## src/rtl/fts_pkg.sv

```systemverilog
`default_nettype none

package fts_pkg;

  localparam int SEQ_W    = 13;
  localparam int KIND_W   = 2;
  localparam int TIME_W   = 64;
  localparam int HDR_W    = 32;
  localparam int VER_W    = 3;
  localparam int APB_AW   = 3;
  localparam int APB_DW   = 32;

  // one sequence step in nanoseconds
  localparam int TICK_NS  = 1000000;
  localparam int TICK_W   = $clog2(TICK_NS + 1);
  localparam int SPAN_W   = SEQ_W + TICK_W;

  localparam logic [VER_W-1:0] VER_2     = 3'd2;
  localparam logic [VER_W-1:0] VER_3     = 3'd3;
  localparam logic [VER_W-1:0] VER_4     = 3'd4;
  localparam logic [VER_W-1:0] VER_RESET = VER_4;

  localparam logic [KIND_W-1:0] KIND_P = 2'd2;
  localparam logic [KIND_W-1:0] KIND_B = 2'd3;

  // register word index on the config port
  localparam logic REG_STREAM_VERSION = 1'b0;

  typedef struct packed {
    logic [KIND_W-1:0] kind;
    logic [SEQ_W-1:0]  seq;
    logic              bad;
  } hdr_t;

  typedef struct packed {
    logic              psel;
    logic              penable;
    logic              pwrite;
    logic [APB_AW-1:0] paddr;
    logic [APB_DW-1:0] pwdata;
  } apb_req_t;

endpackage

`default_nettype wire

```

## src/rtl/fts_cfg.sv

```systemverilog
`default_nettype none

module fts_cfg (
  input  wire                         clk,
  input  wire                         rst_n,
  input  fts_pkg::apb_req_t           req,
  output logic [fts_pkg::APB_DW-1:0]  prdata,
  output logic [fts_pkg::VER_W-1:0]   stream_version
);
  import fts_pkg::*;

  logic [VER_W-1:0] version_r;
  logic             wr_en;

  assign wr_en = req.psel && req.penable && req.pwrite &&
                 (req.paddr[2] == REG_STREAM_VERSION);

  always_ff @(posedge clk) begin
    if (!rst_n) begin
      version_r <= VER_RESET;
    end else if (wr_en) begin
      version_r <= req.pwdata[VER_W-1:0];
    end
  end

  always_comb begin
    prdata = '0;
    if (req.paddr[2] == REG_STREAM_VERSION) begin
      prdata = {{(APB_DW-VER_W){1'b0}}, version_r};
    end
  end

  assign stream_version = version_r;

endmodule

`default_nettype wire

```

## src/rtl/fts_hdr_parse.sv

```systemverilog
`default_nettype none

module fts_hdr_parse (
  input  wire [fts_pkg::HDR_W-1:0] header_word,
  input  wire [fts_pkg::VER_W-1:0] stream_version,
  output fts_pkg::hdr_t            hdr
);
  import fts_pkg::*;

  always_comb begin
    hdr = '0;
    unique case (stream_version)
      VER_2: begin
        hdr.kind = header_word[31:30];
        hdr.seq  = header_word[22:10];
      end
      VER_3: begin
        hdr.kind = header_word[28:27];
        hdr.seq  = header_word[19:7];
      end
      VER_4: begin
        hdr.kind = header_word[30:29];
        hdr.seq  = header_word[18:6];
      end
      default: begin
        hdr.bad = 1'b1;
      end
    endcase
  end

endmodule

`default_nettype wire

```

## src/rtl/fts_reorder.sv

```systemverilog
`default_nettype none

module fts_reorder (
  input  wire                         clk,
  input  wire                         rst_n,
  input  wire                         step,
  input  fts_pkg::hdr_t               hdr,
  input  wire [fts_pkg::TIME_W-1:0]   arrival_time,
  output logic [fts_pkg::TIME_W-1:0]  present_time
);
  import fts_pkg::*;

  logic [TIME_W-1:0] next_time_r, next_time_nxt;
  logic [TIME_W-1:0] last_time_r, last_time_nxt;
  logic [SEQ_W-1:0]  next_seqno_r, next_seqno_nxt;
  logic [SEQ_W-1:0]  last_seqno_r, last_seqno_nxt;

  logic              is_b;
  logic [SEQ_W-1:0]  ref_seq;
  logic [SEQ_W-1:0]  delta;
  logic [SPAN_W-1:0] span;
  logic [TIME_W-1:0] base_time;
  logic [TIME_W-1:0] time_sum;

  // one shared multiplier: b frames measure from last, p frames from next
  assign is_b      = (hdr.kind == KIND_B);
  assign ref_seq   = is_b ? last_seqno_r : next_seqno_r;
  assign base_time = is_b ? last_time_r : next_time_r;
  assign delta     = hdr.seq - ref_seq;
  assign span      = SPAN_W'(delta) * SPAN_W'(TICK_NS);
  assign time_sum  = base_time + TIME_W'(span);

  always_comb begin
    next_time_nxt  = next_time_r;
    last_time_nxt  = last_time_r;
    next_seqno_nxt = next_seqno_r;
    last_seqno_nxt = last_seqno_r;
    present_time   = '0;
    if (!hdr.bad) begin
      if (is_b) begin
        present_time = time_sum;
      end else begin
        present_time   = next_time_r;
        last_time_nxt  = next_time_r;
        last_seqno_nxt = next_seqno_r;
        next_seqno_nxt = hdr.seq;
        next_time_nxt  = (hdr.kind == KIND_P) ? time_sum : arrival_time;
      end
    end
  end

  always_ff @(posedge clk) begin
    if (!rst_n) begin
      next_time_r  <= '0;
      last_time_r  <= '0;
      next_seqno_r <= '0;
      last_seqno_r <= '0;
    end else if (step) begin
      next_time_r  <= next_time_nxt;
      last_time_r  <= last_time_nxt;
      next_seqno_r <= next_seqno_nxt;
      last_seqno_r <= last_seqno_nxt;
    end
  end

  // error and b frames leave the reorder state alone
  a_state_hold: assert property (@(posedge clk) disable iff (!rst_n)
    step && (hdr.bad || is_b) |=>
      $stable(next_time_r) && $stable(last_time_r) &&
      $stable(next_seqno_r) && $stable(last_seqno_r))
    else $error("reorder state moved on error or b frame");

  // an intra frame adopts its arrival time
  a_intra_take: assert property (@(posedge clk) disable iff (!rst_n)
    step && !hdr.bad && !hdr.kind[1] |=>
      next_time_r == $past(arrival_time) && last_time_r == $past(next_time_r))
    else $error("intra frame did not take arrival time");

  // the old next becomes last on every i or p frame
  a_seq_shift: assert property (@(posedge clk) disable iff (!rst_n)
    step && !hdr.bad && !is_b |=>
      last_seqno_r == $past(next_seqno_r) && next_seqno_r == $past(hdr.seq))
    else $error("sequence numbers not shifted");

endmodule

`default_nettype wire

```

## src/rtl/frame_timestamp_reorder_top.sv

```systemverilog
//  channel   direction  transfer when               payload
//  in_       input      in_valid & in_ready         header_word, arrival_time
//  out_      output     out_valid & out_ready       present_time, frame_kind,
//                                                   frame_seq, bad_version
//  apb       input      psel & penable & pready     stream_version at address 0
//
//  one item per cycle sustained while out_ready stays high; an item passes the input
//  register and then the result register before out_valid rises for it
//  the reorder state is read and updated in the single stage between the two
//  registers, so consecutive frames see each other's updates without stalls
//  rst_n is synchronous; it clears the valid flags, the reorder state and sets
//  stream_version to 4
//  a stalled result holds the result register; the input register still takes
//  one more item behind it
`default_nettype none

module frame_timestamp_reorder_top (
  input  wire                          clk,
  input  wire                          rst_n,

  input  wire                          in_valid,
  output logic                         in_ready,
  input  wire  [fts_pkg::HDR_W-1:0]    in_header_word,
  input  wire  [fts_pkg::TIME_W-1:0]   in_arrival_time,

  output logic                         out_valid,
  input  wire                          out_ready,
  output logic [fts_pkg::TIME_W-1:0]   out_present_time,
  output logic [fts_pkg::KIND_W-1:0]   out_frame_kind,
  output logic [fts_pkg::SEQ_W-1:0]    out_frame_seq,
  output logic                         out_bad_version,

  input  wire                          psel,
  input  wire                          penable,
  input  wire                          pwrite,
  input  wire  [fts_pkg::APB_AW-1:0]   paddr,
  input  wire  [fts_pkg::APB_DW-1:0]   pwdata,
  output logic [fts_pkg::APB_DW-1:0]   prdata,
  output logic                         pready
);
  import fts_pkg::*;

  apb_req_t          apb_req;
  logic [VER_W-1:0]  stream_version;

  logic              in_vld_r;
  logic [HDR_W-1:0]  hdr_word_r;
  logic [TIME_W-1:0] arrival_r;

  logic              out_vld_r;
  logic [TIME_W-1:0] present_r;
  logic [KIND_W-1:0] kind_r;
  logic [SEQ_W-1:0]  seq_r;
  logic              bad_r;

  logic              advance;
  logic              step;
  logic              in_xfer;
  hdr_t              hdr;
  logic [TIME_W-1:0] present_time;

  assign apb_req = '{psel: psel, penable: penable, pwrite: pwrite,
                     paddr: paddr, pwdata: pwdata};
  assign pready  = 1'b1;

  fts_cfg u_cfg (
    .clk            (clk),
    .rst_n          (rst_n),
    .req            (apb_req),
    .prdata         (prdata),
    .stream_version (stream_version)
  );

  // result register free or being emptied this cycle
  assign advance  = !out_vld_r || out_ready;
  assign step     = in_vld_r && advance;
  assign in_ready = !in_vld_r || advance;
  assign in_xfer  = in_valid && in_ready;

  always_ff @(posedge clk) begin
    if (!rst_n) begin
      in_vld_r  <= 1'b0;
      out_vld_r <= 1'b0;
    end else begin
      if (in_xfer) begin
        in_vld_r <= 1'b1;
      end else if (step) begin
        in_vld_r <= 1'b0;
      end
      if (advance) begin
        out_vld_r <= in_vld_r;
      end
    end
  end

  always_ff @(posedge clk) begin
    if (in_xfer) begin
      hdr_word_r <= in_header_word;
      arrival_r  <= in_arrival_time;
    end
    if (step) begin
      present_r <= present_time;
      kind_r    <= hdr.kind;
      seq_r     <= hdr.seq;
      bad_r     <= hdr.bad;
    end
  end

  fts_hdr_parse u_parse (
    .header_word    (hdr_word_r),
    .stream_version (stream_version),
    .hdr            (hdr)
  );

  fts_reorder u_reorder (
    .clk          (clk),
    .rst_n        (rst_n),
    .step         (step),
    .hdr          (hdr),
    .arrival_time (arrival_r),
    .present_time (present_time)
  );

  assign out_valid        = out_vld_r;
  assign out_present_time = present_r;
  assign out_frame_kind   = kind_r;
  assign out_frame_seq    = seq_r;
  assign out_bad_version  = bad_r;

  a_bad_zero: assert property (@(posedge clk) disable iff (!rst_n)
    out_valid && out_bad_version |->
      out_present_time == '0 && out_frame_kind == '0 && out_frame_seq == '0)
    else $error("error result carries non-zero fields");

  // a held item is never dropped while the result side is stalled
  a_in_hold: assert property (@(posedge clk) disable iff (!rst_n)
    in_vld_r && !advance |=> in_vld_r && $stable(hdr_word_r) && $stable(arrival_r))
    else $error("input register lost an item under stall");

  a_out_fill: assert property (@(posedge clk) disable iff (!rst_n)
    step |=> out_vld_r)
    else $error("processed item did not reach the result register");

endmodule

`default_nettype wire
```

## config.mk

```make
export PLATFORM = sky130hd
export DESIGN_NAME = frame_timestamp_reorder_top
export DESIGN_NICKNAME = d
export VERILOG_FILES = /design/src/rtl/fts_pkg.sv /design/src/rtl/fts_cfg.sv /design/src/rtl/fts_hdr_parse.sv /design/src/rtl/fts_reorder.sv /design/src/rtl/frame_timestamp_reorder_top.sv
export SDC_FILE = /design/constraint.sdc
export NUM_CORES = 1
export LEC_CHECK = 0
export BUFFER_PORTS_ARGS = -buffer_cell sky130_fd_sc_hd__buf_2
export CORE_UTILIZATION = 64
export CTS_CLUSTER_DIAMETER = 80
export CTS_CLUSTER_SIZE = 40
export DETAILED_ROUTE_END_ITERATION = 10
export MAX_ROUTING_LAYER = met4
export PLACE_DENSITY = 0.89
export SLEW_MARGIN = 20
export SYNTH_ARGS = -nofsm -noshare
export SYNTH_HDL_FRONTEND = slang
export SYNTH_SLANG_ARGS = --single-unit
```

## constraint.sdc

```tcl
create_clock -name clk -period 28.6 [get_ports clk]
set_clock_uncertainty 0.15 [all_clocks]
set_input_delay 4.29 -clock clk [delete_from_list [all_inputs] [get_ports clk]]
set_output_delay 4.29 -clock clk [all_outputs]
set_load 0.005 [all_outputs]
```

==> results of run 1 <==
-- logic make-up after synthesis --
family	synth area share, %
AOI/OAI and AO/OA	17.8
xor gates and xnor gates	3.75
adders and majority gates	12.4
buffers and inverters	6.33
DFF	41.2
muxes	2.60
other	0.0379
and+or+nand+nor	15.9
-- placed cells by master (no fill, tap or decap), types with 30 or more instances in the layout --
cell type,instances
nand2_1,436
ha_1,128
mux2i_1,49
nand4_1,40
inv_1,124
nor2_1,93
conb_1,30
edfxtp_1,166
buf_2,181
fa_1,43
xnor2_1,63
dfxtp_1,159
o21ai_0,92
nand3_1,35
a21oi_1,232
-- worst reg2reg max path, delay by kind of cell (launching register included) --
family          cells  cell delay [ps]
fa+ha+maj           8             3410
xor+xnor            3              970
mux                 1              400
flops               1              680
simple gates        7             2320
buf+inv             7              780
compound gates     13             3380
-- path summary, 6_finish.rpt --
path	startpoint	to	slack [ps]	cells after the start
setup / recovery	u_cfg.stream_version[0]	out_present_time[37]	16240	39
hold / removal	u_reorder.last_time_r[15]	u_reorder.last_time_r[15]	310	2
setup reg to reg	u_cfg.stream_version[0]	out_present_time[37]	16240	39
hold reg to reg	u_reorder.last_time_r[15]	u_reorder.last_time_r[15]	310	2
-- per-layer routing --
layer | GRT usage, % | part of all wire, % | vias to the layer above
met2 | 51.5 | 46 | 938
met1 | 44.0 | 42 | 7944
met3 | 4.28 | 9.3 | 117
met5 | - | 0 | -
met4 | 11.0 | 2.9 | 0
li1 | - | - | 7797
-- sequential cells by signal (all words and copies together), names as in the netlist --
name and cells:
u_reorder.last_time_r 64, u_reorder.last_seqno_r 13, out_bad_version 1, u_cfg.stream_version 3, out_present_time 64, out_valid 1
u_reorder.next_seqno_r 13, arrival_r 64, in_vld_r 1, out_frame_kind 2, out_frame_seq 13, u_reorder.next_time_r 64
hdr_word_r 22
-- area by class of cell --
class / instances / area [µm²]
Multi-Input combinational cell: 1606 / 10600
Fill cell: 2273 / 9230
Sequential cell: 325 / 8170
Timing Repair Buffer: 197 / 1030
Tap cell: 396 / 495
Inverter: 128 / 483
Clock buffer: 15 / 375
Clock inverter: 11 / 178
Antenna cell: 1 / 2.50
-- stage by stage --
stage | hold WS (ps) | worst slack [ps] | cell area (µm²) | util (%) | std cells
2_1_floorplan | 286 | 18260 | 19900 | - | 2221
3_3_place_gp | 291 | 16740 | 20700 | 67.9 | 2652
3_5_place_dp | 297 | 16450 | 20700 | 67.9 | 2652
4_1_cts | 313 | 16390 | 21300 | 69.8 | 2678
5_1_grt | 330 | 15660 | 21300 | 69.8 | 2679
6_report | 313 | 16240 | 21300 | 69.8 | 2679
==> metrics.yaml, run 1 <==
detailed_routing:
  antenna_left: 0
  vias_per_cell: 6.27
  vias: 16796
  wl_per_cell_um: 18.9
  first_pass_iters: 7
  wirelength_um: 50800
  dr.first_iter.drc_count: 2082
  drc_errors: 0
floorplanning:
  die_area_mm2: 0.0317
  ios: 253
  start_util_pct: 65.0
  fp-row-count: 64
  die_h_um: 178
  core_mm2: 0.0305
  die_w_um: 178
setup_path:
  slowest_stage: "a21o_1"
  cp_max_fo: 35
  critical_path_class: "reg -> reg"
  worstSetupStartpointType: "flop"
  required_ps: 28730
  cp_slowest_stage_delay_ps: 840
  crit_path_frequent_cell: "inv_1"
  crit_buf_inv: 7
  endpoint_kind: "flop"
  cpLargestDelayFamily: "adder cells"
  crit_arrival_ps: 12490
timing:
  grt_setup_unrepaired: "false"
  max_slew.worst_pin.slew_ps: 1100
  drv_slew: 0
  finalCritPeriodShare_pct: 43.2
  fin_tns_setup_ps: 0
  timing.fmax_mhz: 80.9
  setup_viol: 0
  fin_crit_ps: 12360
  relSlewSlack_pct: 26.5
  final_hold_viol_count: 0
global_route:
  grt_pass1_wl_um: 80100
  antenna_found_initial: 1
  grt_usage_pct: 32.8
  grt_pass1_vias: 15869
  grt_max_degree: 91
  gr-total-overflow: 0
clock_network:
  clock-sinks: 325
  cts_resized: 0
  cts_hold_buffers: 0
  clock-root-buffer: "clkbuf_16"
  numCtsBuffers: 15
  post-cts-setup-buffers: 0
  cts_buffer_depth: 3
  clk_pin_slew_ps: 140
  ctsHtreeMaxLevel: 1
  cts_tree: "built"
  clock_latency_ps: 570
synth:
  ys_top_cells_by_area: "edfxtp_1 25%, dfxtp_1 16%, nand2_1 8.3%"
  synth_ff_type: "edfxtp_1"
  synth_edf_count: 166
  yosysTopAreaCellShare_pct: 25.1
  yosys_warnings: 0
  syn_avg_cell_area_um2: 9.05
  synth_seq_area_share_pct: 41.2
  synthCells: 2193
  synth.cell_area_mm2: 0.0198
  ys_ff_latch: 325
  synth_cell_type_count: 81
  yosysMostFrequentCell: "nand2_1"
  synth_largest_area_cell: "edfxtp_1"
  synthTopCellsByCount: "437 x nand2_1, 232 x a21oi_1, 166 x edfxtp_1, 159 x dfxtp_1, 128 x ha_1"
  postSynth.asyncResetShare_pct: 0
finish:
  drive_above_1_share_pct: 11.9
  nets: 2582
  area_growth_pct: 7.30
flow_run:
  timing.max_cap.violations: 0
run_status:
  status: "finished, final reports clean"
worst_hold_path:
  hold_class: "reg -> reg"
placement:
  gp_congestion: 0.944
  io_buffers: 181
  place_hpwl_um: 34900
Power of run 1 is left out: the tool's default activity adds up to more than one toggle a clock period on the data nets, which glitch-free logic cannot reach.
==> inputs of run 2 (changes only) <==
Settings changed: ABC_AREA from default to 1, CORE_UTILIZATION 64 to 53, PLACE_DENSITY 0.89 to 0.79.
Clock period 28.6 ns to 10.1 ns, I/O delays scaled along.
==> run 2 against run 1 <==
  * Wire length shrank 0.13%
  * Register-to-register slack worse by 16000 ps
  * Worst hold slack improved by 2.1 ps
  * Worst setup slack got worse by 16000 ps
  * Sequential cell count unchanged
  * Fmax is 29% higher
  * Critical path type unchanged
  * Core utilization decreased by 9.4 points
==> metrics.yaml, run 2 <==
setup_path:
  crit_arrival_ps: 9660
  crit_path_frequent_cell: "nand2_1"
  reg2reg_to: "out_present_time[49]"
  reg2regPathDepth: 42
  slowest_stage: "fa_1"
  worstSetupStartpointType: "flop"
  cpLargestDelayFamily: "adder cells"
  r2r_slack_ps: 550
  cp_slowest_stage_delay_ps: 550
  reg2reg_from: "u_cfg.stream_version[1]"
  crit_end: "out_present_time[49]"
  endpoint_kind: "flop"
  path_depth: 42
  setup.worst_path.start: "u_cfg.stream_version[1]"
  crit_buf_inv: 6
  cp_max_fo: 8
  required_ps: 10210
  critical_path_class: "reg -> reg"
finish:
  multi_input_area_mm2: 0.0100
  drive_above_1_share_pct: 12.3
  area_growth_pct: 11.1
  register_area_mm2: 0.00817
  fillers: 3092
  nets: 2858
  final_cell_mix: "673 x nand2_1, 259 x a21oi_1, 233 x inv_1"
  final_common_cell: "nand2_1"
  antenna_cells: 0
  fin_cells: 3024
detailed_routing:
  first_pass_iters: 5
  drc_errors: 0
  wirelength_um: 50700
  vias: 16426
  antenna_left: 0
  wl_met1_um: 23000
  dr.first_iter.drc_count: 1405
  wl_met3_um: 3580
  dr_wl_met2_um: 22900
  dr.max_layer_used: "met4"
  vias_per_cell: 5.43
  wl_per_cell_um: 16.8
worst_hold_path:
  min_from: "u_reorder.last_time_r[60]"
  hold_class: "reg -> reg"
synth:
  synth_seq_area_share_pct: 42.0
  yosysMostFrequentCell: "nand2_1"
  synth_cell_type_count: 50
  syn_avg_cell_area_um2: 8.06
  synthCells: 2414
  ys_ff_latch: 325
  yosysTopAreaCellShare_pct: 25.6
  synth_ff_type: "edfxtp_1"
  yosys_warnings: 0
  ys_top_cells_by_area: "edfxtp_1 26%, dfxtp_1 16%, nand2_1 13%"
  synth_edf_count: 166
  synthTopCellsByCount: "674 x nand2_1, 260 x a21oi_1, 237 x inv_1, 189 x nor2_1, 166 x edfxtp_1"
  postSynth.asyncResetShare_pct: 0
  synth.cell_area_mm2: 0.0195
  synth_largest_area_cell: "edfxtp_1"
global_route:
  grt_pass1_vias: 15938
  grt_pass1_wl_um: 81000
  grt_usage_pct: 27.5
  grt_max_degree: 98
  antenna_found_initial: 0
  gr-total-overflow: 0
clock_network:
  cts_buffer_depth: 3
  cts_hold_buffers: 0
  ctsHtreeMaxLevel: 1
  numCtsBuffers: 20
  clk_pin_slew_ps: 130
  clock-root-buffer: "clkbuf_16"
  clock-sinks: 325
  cts_tree: "built"
  clock_latency_ps: 570
placement:
  dp.cells: 2986
  gp_congestion: 0.924
  place_ws_ps: 227
  place_hpwl_um: 35800
  io_buffers: 181
timing:
  fin_tns_setup_ps: 0
  fin_crit_ps: 9550
  max_slew.worst_pin.slew_ps: 1050
  grt_setup_unrepaired: "false"
  relSlewSlack_pct: 29.9
  worst_slack_ps: 552
  fin_hold_ws_ps: 315
  drv_slew: 0
  timing.fmax_mhz: 105
  setup_viol: 0
  finalCritPeriodShare_pct: 94.5
  final_hold_viol_count: 0
run_status:
  status: "finished, final reports clean"
floorplanning:
  ios: 253
  core_mm2: 0.0358
  die_w_um: 194
  start_util_pct: 54.3
  fp-row-count: 69
  die_area_mm2: 0.0375
  die_h_um: 194
flow_run:
  timing.max_cap.violations: 0
run 2: changes by cell type in the layout (fill, tap and decap cells not counted), sizes merged, moves of 22 or more:
cell    change
a211oi     -32
nand2     +248
xor2       +22
nor2      +103
mux2i      -34
a31oi      -24
inv       +111
xnor2      -35
nand3      +72
a21oi      +26
run 2: metrics by stage:
stage	instance area [µm²]	utilization (%)
floorplan	19600	-
global placement	20600	57.6
detailed placement	20600	57.6
CTS	21500	59.9
global route	21600	60.3
finish	21600	60.3
run 2: layout make-up:
class	count	share of cell area, %
Tap cell	461	2.67
Inverter	247	4.31
Sequential cell	325	37.8
Clock inverter	12	1.20
Clock buffer	24	2.58
Multi-Input combinational cell	1745	46.3
Timing Repair Buffer	210	5.20
run 2: timing repair:
| item | 4_1_cts | 5_1_grt |
|---|---|---|
| gates resized for setup | 0 | 29 |
| endpoints found under the setup margin | 0 | 69 |
| setup buffers | 0 | 2 |
run 2: worst min-delay path by stage:
stage                           endpoint  cells after the start
2_1_floorplan  u_reorder.last_time_r[60]                      2
3_3_place_gp   u_reorder.last_time_r[60]                      2
3_5_place_dp   u_reorder.last_time_r[60]                      2
4_1_cts        u_reorder.last_time_r[60]                      2
5_1_grt         u_reorder.last_time_r[2]                      2
6_report       u_reorder.last_time_r[60]                      2
run 2: logic make-up after synthesis:
group / synth area share, %
and+or+nand+nor: 22.3
AOI/OAI and AO/OA: 11.0
buffers and inverters: 7.98
DFF: 42.0
adders and majority gates: 12.7
xor gates and xnor gates: 3.24
muxes: 0.823
other: 0.0386
run 2: per-layer routing:
metal / global-route usage (%) / vias to the layer above
li1: - / 8080
met1: 37.1 / 7666
met2: 43.1 / 607
met3: 3.59 / 73
met4: 8.27 / 0
met5: - / -
run 2: worst register-to-register path: cells and delay by family (launching register included):
family,cells,cell delay (ps)
adders and majority gates,8,3200
buffers and inverters,6,720
DFF,1,490
and+or+nand+nor,19,2910
xor gates and xnor gates,3,560
AOI/OAI and AO/OA,6,1190
Power of run 2 is left out for the same reason.
==> inputs of run 3 (changes only) <==
--- a/config.mk
+++ b/config.mk
@@ -9,3 +9,4 @@
 export BUFFER_PORTS_ARGS = -buffer_cell sky130_fd_sc_hd__buf_2
-export CORE_UTILIZATION = 53
+export CORE_UTILIZATION = 55
+export CTS_BUF_LIST = sky130_fd_sc_hd__clkbuf_4
 export CTS_CLUSTER_DIAMETER = 80
@@ -14,3 +15,3 @@
 export MAX_ROUTING_LAYER = met4
-export PLACE_DENSITY = 0.79
+export PLACE_DENSITY = 0.82
 export SLEW_MARGIN = 20
==> constraint.sdc (replaced) <==
create_clock -name clk -period 10.1 [get_ports clk]
set_clock_uncertainty 0.15 [all_clocks]
set_input_delay 0 -clock clk [delete_from_list [all_inputs] [get_ports clk]]
set_output_delay 0 -clock clk [all_outputs]
set_load 0.005 [all_outputs]
==> run 3 against run 2 <==
  * Die area is 3.6% lower
  * Worst setup slack better by 230 ps
  * Sequential cell count unchanged
  * Wire length rose by 8.5%
  * Count of clock-buffer cells in the layout fell by 6
  * Worst hold slack worse by 310 ps
  * Final area increased by 6.3%
==> metrics.yaml, run 3 (synthesis results as in run 2) <==
detailed_routing:
  antenna_left: 0
  vias: 17679
  wl_per_cell_um: 17.2
  vias_per_cell: 5.52
  drc_errors: 0
  dr.first_iter.drc_count: 1591
  wirelength_um: 55000
  first_pass_iters: 6
timing:
  fin_tns_setup_ps: 0
  finalCritPeriodShare_pct: 92.2
  final_hold_viol_count: 0
  fin_crit_ps: 9310
  timing.fmax_mhz: 107
  max_slew.worst_pin.slew_ps: 1080
  relSlewSlack_pct: 28.1
  worst_slack_ps: 786
  grt_setup_unrepaired: "false"
  setup_viol: 0
  drv_slew: 0
finish:
  fin_util_pct: 66.4
  final_cell_mix: "674 x nand2_1, 260 x a21oi_1, 233 x inv_1"
  final_common_cell: "nand2_1"
  fillers: 2739
  drive_above_1_share_pct: 11.0
  nets: 3042
  area_growth_pct: 18.1
global_route:
  antenna_found_initial: 4
  gr-total-overflow: 0
  grt_pass1_vias: 17373
  grt_usage_pct: 31.2
  grt_pass1_wl_um: 87500
  grt_max_degree: 99
clock_network:
  numCtsBuffers: 17
  cts_tree: "built"
  post-cts-setup-buffers: 0
  cts_buffer_depth: 3
  ctsHtreeMaxLevel: 1
  clock-sinks: 325
  clk_pin_slew_ps: 320
  clock_latency_ps: 820
  clock-root-buffer: "clkbuf_4"
placement:
  gp_congestion: 0.979
  place_ws_ps: 379
  io_buffers: 181
  place_hpwl_um: 35400
setup_path:
  cp_slowest_stage_delay_ps: 550
  cp_max_fo: 15
  crit_path_frequent_cell: "a21oi_1"
  required_ps: 10610
  crit_buf_inv: 5
  slowest_stage: "fa_1"
  worstSetupStartpointType: "flop"
  critical_path_class: "reg -> reg"
  cpLargestDelayFamily: "adder cells"
  endpoint_kind: "flop"
  crit_arrival_ps: 9820
floorplanning:
  die_area_mm2: 0.0361
  die_h_um: 190
  start_util_pct: 56.2
  die_w_um: 190
  ios: 253
  core_mm2: 0.0346
  fp-row-count: 68
run_status:
  status: "finished, final reports clean"
flow_run:
  timing.max_cap.violations: 0
worst_hold_path:
  hold_class: "in -> reg"
-- run 3: per-stage QoR --
step | std cells | cell area, µm² | hold slack, ps
floorplan | 2442 | 19600 | -119
global placement | 2978 | 20600 | 27.1
detailed placement | 2978 | 20600 | 28.1
CTS | 3197 | 22800 | 7.33
global route | 3203 | 23000 | -9.10
finish | 3203 | 23000 | 1.48
-- run 3: worst paths after layout --
path / end / cells after the start / startpoint / slack (ps)
worst max register to register: out_present_time[43] / 48 / u_cfg.stream_version[2] / 790
worst min register to register: u_reorder.last_time_r[18] / 2 / u_reorder.last_time_r[18] / 330
worst min-delay path: u_cfg.stream_version[2] / 4 / pwrite / 1
worst max-delay path: out_present_time[43] / 48 / u_cfg.stream_version[2] / 790
-- run 3: final cells by class --
type                       count  area, µm²  share of cell area, %
antenna                        4       10.0                 0.0436
clock buffer                  18        135                  0.588
clock inverter                12        198                  0.860
inverter                     247        931                   4.05
multi-input combinational   1745       9940                   43.3
sequential                   325       8170                   35.6
tap                          455        569                   2.48
timing repair buffer         397       3020                   13.2
-- run 3: routing by layer --
metal / global-route usage (%) / routed length (µm) / share of wire (%) / up-vias
li1: - / - / - / 8457
met1: 39.7 / 22900 / 42 / 8253
met2: 50.4 / 26100 / 47 / 848
met3: 3.69 / 4130 / 7.5 / 121
met4: 12.8 / 1840 / 3.3 / 0
met5: - / 0 / 0 / -
-- run 3: worst min-delay path: cells and delay by family --
kind | cells | cell delay [ps]
buffers and inverters | 2 | 630
and+or+nand+nor | 1 | 220
AOI/OAI and AO/OA | 1 | 90
-- run 3: what timing repair did --
action / CTS / global route
setup endpoints to repair: 0 / 66
resized for setup: 0 / 22
endpoints found under the hold margin: 206 / 1
hold buffers: 189 / 1
Power of run 3 is left out for the same reason.
